**src/design/tlnt_pkg.sv**
```systemverilog
// Package for the two-level name table: sizes, request/status codes,
// payload structs and the controller/datapath command and status structs.
// No dependencies.
`default_nettype none

package tlnt_pkg;

	localparam int MAX_DIRS   = 16;
	localparam int MAX_FILES  = 16;
	localparam int NAME_BYTES = 8;

	localparam int KEY_BITS  = 8 * NAME_BYTES;
	localparam int DIR_IW    = (MAX_DIRS > 1) ? $clog2(MAX_DIRS) : 1;
	localparam int DIR_CW    = $clog2(MAX_DIRS + 1);
	localparam int FILE_IW   = (MAX_FILES > 1) ? $clog2(MAX_FILES) : 1;
	localparam int FILE_CW   = $clog2(MAX_FILES + 1);
	localparam int MEM_DEPTH = MAX_DIRS * MAX_FILES;
	localparam int FADDR_W   = (MEM_DEPTH > 1) ? $clog2(MEM_DEPTH) : 1;

	typedef enum logic [1:0] {
		REQ_CREATE = 2'd0,
		REQ_INSERT = 2'd1,
		REQ_SEARCH = 2'd2,
		REQ_DELETE = 2'd3
	} req_type_t;

	typedef enum logic [1:0] {
		ST_DONE    = 2'd0,
		ST_NO_DIR  = 2'd1,
		ST_NO_FILE = 2'd2,
		ST_FULL    = 2'd3
	} status_t;

	typedef struct packed {
		req_type_t   req_type;
		logic [63:0] dir_key;
		logic [63:0] file_key;
	} req_t;

	typedef struct packed {
		status_t    status;
		logic [3:0] dir_slot;
		logic [3:0] file_slot;
	} res_t;

	typedef enum logic [2:0] {
		S_IDLE,
		S_CREATE,
		S_DIR_SCAN,
		S_FILE_SCAN,
		S_DEL_RD,
		S_DEL_WR,
		S_RESP
	} state_t;

	typedef struct packed {
		logic load;
		logic create;
		logic dir_scan;
		logic file_scan;
		logic del_rd;
		logic del_wr;
	} cmd_t;

	typedef struct packed {
		logic dir_hit;
		logic dir_end;
		logic file_hit;
		logic file_end;
		logic del_req;
	} stat_t;

endpackage

`default_nettype wire

```
**src/design/tlnt_ctrl.sv**
```systemverilog
// Controller for the two-level name table: request sequencing FSM.
// Depends on tlnt_pkg.
`default_nettype none

module tlnt_ctrl (
	input  wire                 clk,
	input  wire                 arst_n,
	input  wire                 start,
	input  tlnt_pkg::req_type_t req_type,
	input  tlnt_pkg::stat_t     stat,
	output tlnt_pkg::cmd_t      cmd,
	output logic                busy,
	output logic                done
);

	tlnt_pkg::state_t state_q, state_nxt;

	always_ff @(posedge clk or negedge arst_n) begin
		if (!arst_n) begin
			state_q <= tlnt_pkg::S_IDLE;
		end else begin
			state_q <= state_nxt;
		end
	end

	always_comb begin
		state_nxt = state_q;
		unique case (state_q)
			tlnt_pkg::S_IDLE: begin
				if (start) begin
					unique case (req_type)
						tlnt_pkg::REQ_CREATE: state_nxt = tlnt_pkg::S_CREATE;
						tlnt_pkg::REQ_INSERT: state_nxt = tlnt_pkg::S_DIR_SCAN;
						tlnt_pkg::REQ_SEARCH,
						tlnt_pkg::REQ_DELETE: state_nxt = tlnt_pkg::S_FILE_SCAN;
						default:              state_nxt = tlnt_pkg::S_IDLE;
					endcase
				end
			end
			tlnt_pkg::S_CREATE: state_nxt = tlnt_pkg::S_RESP;
			tlnt_pkg::S_DIR_SCAN: begin
				if (stat.dir_hit || stat.dir_end) state_nxt = tlnt_pkg::S_RESP;
			end
			tlnt_pkg::S_FILE_SCAN: begin
				if (stat.file_hit) begin
					state_nxt = stat.del_req ? tlnt_pkg::S_DEL_RD : tlnt_pkg::S_RESP;
				end else if (stat.file_end) begin
					state_nxt = tlnt_pkg::S_RESP;
				end
			end
			tlnt_pkg::S_DEL_RD: state_nxt = tlnt_pkg::S_DEL_WR;
			tlnt_pkg::S_DEL_WR: state_nxt = tlnt_pkg::S_RESP;
			tlnt_pkg::S_RESP:   state_nxt = tlnt_pkg::S_IDLE;
			default:            state_nxt = tlnt_pkg::S_IDLE;
		endcase
	end

	always_comb begin
		cmd           = '0;
		cmd.load      = (state_q == tlnt_pkg::S_IDLE) && start;
		cmd.create    = (state_q == tlnt_pkg::S_CREATE);
		cmd.dir_scan  = (state_q == tlnt_pkg::S_DIR_SCAN);
		cmd.file_scan = (state_q == tlnt_pkg::S_FILE_SCAN);
		cmd.del_rd    = (state_q == tlnt_pkg::S_DEL_RD);
		cmd.del_wr    = (state_q == tlnt_pkg::S_DEL_WR);
		busy          = (state_q != tlnt_pkg::S_IDLE);
		done          = (state_q == tlnt_pkg::S_RESP);
	end

endmodule

`default_nettype wire

```
**config.mk**
```make
export PLATFORM = sky130hd
export DESIGN_NAME = tlnt_ctrl
export DESIGN_NICKNAME = d
export VERILOG_FILES = /design/src/design/tlnt_pkg.sv /design/src/design/tlnt_ctrl.sv
export SDC_FILE = /design/constraint.sdc
export NUM_CORES = 1
export LEC_CHECK = 0
export BUFFER_PORTS_ARGS = -buffer_cell sky130_fd_sc_hd__buf_4
export CORE_AREA = 5 5 42 44
export CTS_BUF_LIST = sky130_fd_sc_hd__clkbuf_16
export CTS_CLUSTER_SIZE = 40
export DETAILED_ROUTE_END_ITERATION = 8
export DIE_AREA = 0 0 47 49
export PLACE_DENSITY_LB_ADDON = 0.2
export SLEW_MARGIN = 20
export SYNTH_ARGS = -nofsm -noshare
export SYNTH_HDL_FRONTEND = slang
export SYNTH_SLANG_ARGS = --single-unit
```
**constraint.sdc**
```tcl
create_clock -name clk -period 2.3 [get_ports clk]
set_input_delay 0.115 -clock clk [delete_from_list [all_inputs] [get_ports clk]]
set_output_delay 0.115 -clock clk [all_outputs]
set_load 0.01 [all_outputs]
```
==> results.txt <==
The commonest cells after synthesis are nor2_1 (5), dfrtp_1 (3), nand2_1 (3). At the pin with the least slew margin, the transition time is 0.356 ns. The via count of the first global-routing pass came out at 297. Yosys mapped the design onto 19 distinct sky130hd cell types.

The number of antenna violations at the first check in global routing came out at 0. The count of antenna-violating nets left after detailed routing came out at 0. By area the synthesized netlist is led by dfrtp_1 (27%), nand2b_4 (10%), buf_6 (8.2%). The number of max-cap violations is 0.

CTS built an H-tree with a depth of 1. The total count of max-transition violations in the final report came out at 0. The sort of element at the end of the critical path is a primary output. The clock buffer count from CTS came out at 3. Counting flops per register, the top entry is state_q. The count of cells along the worst hold path is 2. The depth of the worst register-to-register path came out at 3. The clock slew seen by the registers of the worst setup and hold paths came out at 0.03 ns. The post-synthesis register bit count came out at 3. Measured along the x axis, the die boundary spans 47 um. The relative area change from synthesis to final layout is 75.0%.

The worst hold path terminates at state_q[0]$_DFFE_PN0P_. The number of cells produced by synthesis came out at 31. Setup repair after global routing left no endpoint under its margin. The post-CTS setup repair buffer count came out at 0.

The detail-routed net length per standard cell came out at 11.6 um. TritonCTS built the clock tree. Dividing total power by cell area gives a power density of 1460 nW/um2. The average footprint of a synthesized cell came out at 8.88 um2. In the final layout, the registers with the most flip-flops are state_q (3). The most frequent cell after synthesis is nor2_1. The signal arrival time at the worst endpoint is 1.26 ns. The fraction of synthesized cell area taken by the top area cell type is 27.3%. The number of buffers inserted by hold repair at cts is 1. The hold path startpoint is stat[1]. The combined area of all synthesized cells is 275 um2. The number of rows in the core area is 14. The time the final worst path needs with I/O delays and setup came out at 1.37 ns. The area of the die is 2300 um2. The via density per instance is 4.38. The total of warnings raised by yosys came out at 0. The final core utilization came out at 34.4%.

The required time at the endpoint of the critical path came out at 2.18 ns. The largest fanout of any net on the critical path is 9. The layout cell share with drive strength beyond 1 is 54.0%.

The maximum VDD drop came out at 0.000544 V. The congestion estimate from routability-driven global placement came to 0.656. The number of enable-type register cells in the synthesized netlist is 0.

The final worst hold slack is 0.0841 ns. The number of nets in the finished design is 61. The setup path with the least slack is of type reg -> out.

Setup violations remaining at the end of the flow were counted as 0. The vertical die dimension is 49 um. The number of DRC violations after detailed routing is 0. The flow ran to the end, and the final reports show no timing, DRC or antenna violations. The number of placed instances, taps included came out at 61. In this run the register-to-register setup slack is 1.22 ns. The peak clock frequency supported by timing is 0.730 GHz. After global routing the overflow that remains totals 0.

For this run, the leading register cell type out of synthesis is dfrtp_1. The post-synthesis cell type with the largest combined area is dfrtp_1. The sequential share of the synthesized area came out at 27.3%. The number of flip-flops in the largest register came out at 3. The count of endpoints failing hold in the final timing report came out at 0.

The static power due to leakage came out at 0.000231 uW. The post-cts resize count is 0. The clock passes through at most 2 buffers. The I/O pin total is 18. Of the available clock period, the critical path in the final layout requires 59.6%. The detailed-router iteration count before antenna repair came out at 3.

The final routed wirelength across all metal layers came out at 767 um. The via count is 289. The quantity of I/O buffers inserted on ports is 17.

The worst setup path is launched from a flip-flop. Clock tree synthesis found a total of 3 sinks. The post-detailed-placement half-perimeter wirelength is 592 um. The first global-routing pass estimated 1.17 mm of wire. The initial DRC count is 2. The startpoint of the lowest-slack register-to-register path is state_q[2]$_DFFE_PN0P_. The synthesized net count came out at 41. In this run the critical register-to-register path is captured at state_q[0]$_DFFE_PN0P_. For this run, asynchronously set or reset flops after synthesis account for 100%. The antenna cell count came out at 0. Entering global routing, the biggest net connects 10 pins. The total global-route track usage is 7.34%. The total negative slack for setup checks came out at 0 ns.

In this run the tightest slew margin relative to its limit is 76.2%. The core area came out at 1400 um2. The starting density of the core is 19.6%. The tightest min-delay check is of the in -> reg type. The cell sitting at the root of the clock tree is a clkbuf_16. The later-pin clock latency in the skew report came out at 0.22 ns. The post-route non-filler standard cell count is 66. The clock arrives with 0.000246 ns of skew.
==> routing by layer <==
| layer | track usage [%] | share of wire, % | vias up | routed length [um] |
|---|---|---|---|---|
| met1 | 9.07 | 41 | 131 | 317 |
| met5 | 0 | 0 | - | 0 |
| li1 | - | - | 145 | - |
| met2 | 10.2 | 50 | 10 | 381 |
| met3 | 2.21 | 6.3 | 3 | 48 |
| met4 | 5.53 | 2.6 | 0 | 20 |
==> logic make-up (layout without fill, tap and decap cells) <==
kind of cell,count (synthesis),in the layout,synth area share (%)
flip-flops,3,3,27.3
buffers and inverters,4,23,12.3
AO/OA/AOI/OAI,7,7,22.7
AND/OR/NAND/NOR,17,17,37.7
==> cells in the final DEF, fill, tap and decap left out <==
| cell type | Yosys | layout |
|---|---|---|
| inv_1 | 0 | 1 |
| nor2_2 | 1 | 1 |
| nor3_1 | 1 | 1 |
| o21ai_0 | 1 | 1 |
| o2bb2ai_1 | 1 | 1 |
| nor3b_1 | 2 | 2 |
| nor2_1 | 5 | 5 |
| o41ai_2 | 1 | 1 |
| o221ai_2 | 1 | 1 |
| nand2b_4 | 2 | 2 |
| clkbuf_16 | 0 | 3 |
| and2_1 | 1 | 1 |
| o21ai_1 | 2 | 2 |
| nand3_1 | 1 | 1 |
| dlygate4sd3_1 | 0 | 1 |
| a22oi_1 | 1 | 1 |
| nand2_1 | 3 | 3 |
| inv_2 | 1 | 1 |
| dfrtp_1 | 3 | 3 |
| nor2b_2 | 1 | 1 |
| buf_4 | 1 | 17 |
==> metrics by stage <==
stage	total power [uW]	instance area, um2	worst slack (ns)
final	705	482	0.930
after global routing	747	482	0.848
after CTS	715	482	0.905
after global placement	439	393	1.20
after detailed placement	434	393	1.17
after floorplan	355	275	1.32
==> power breakdown <==
| part | leakage (uW) | total, uW | internal [uW] | switching [uW] |
|---|---|---|---|---|
| Combinational | 0.000152 | 280 | 157 | 123 |
| Clock | 0.0000423 | 275 | 224 | 50.9 |
| Sequential | 0.0000364 | 150 | 78.3 | 71.3 |
| Total | 0.000231 | 705 | 460 | 246 |
==> how the worst max path moves through the flow <==
stage                      startpoint                endpoint  cells after the start
2_1_floorplan  state_q[2]$_DFFE_PN0P_  state_q[0]$_DFFE_PN0P_                      4
3_3_place_gp   state_q[1]$_DFFE_PN0P_                  cmd[5]                      3
3_5_place_dp   state_q[2]$_DFFE_PN0P_                  cmd[0]                      3
4_1_cts        state_q[2]$_DFFE_PN0P_                  cmd[0]                      3
5_1_grt        state_q[2]$_DFFE_PN0P_                  cmd[0]                      3
6_report       state_q[2]$_DFFE_PN0P_                  cmd[0]                      3
==> worst max-delay path, stage by stage (launching register included) <==
cell and delay (ns):
dfrtp_1 0.54, inv_2 0.11, nor3b_1 0.22, buf_4 0.15
==> layout make-up <==
type / count / area (um2)
clock buffer: 3 / 75.1
clock inverter: 1 / 3.75
tap: 16 / 20.0
inverter: 1 / 3.75
timing repair buffer: 18 / 138
multi-input combinational: 24 / 166
sequential: 3 / 75.1
fill: 153 / 920
(Power assumes the default switching activity.)
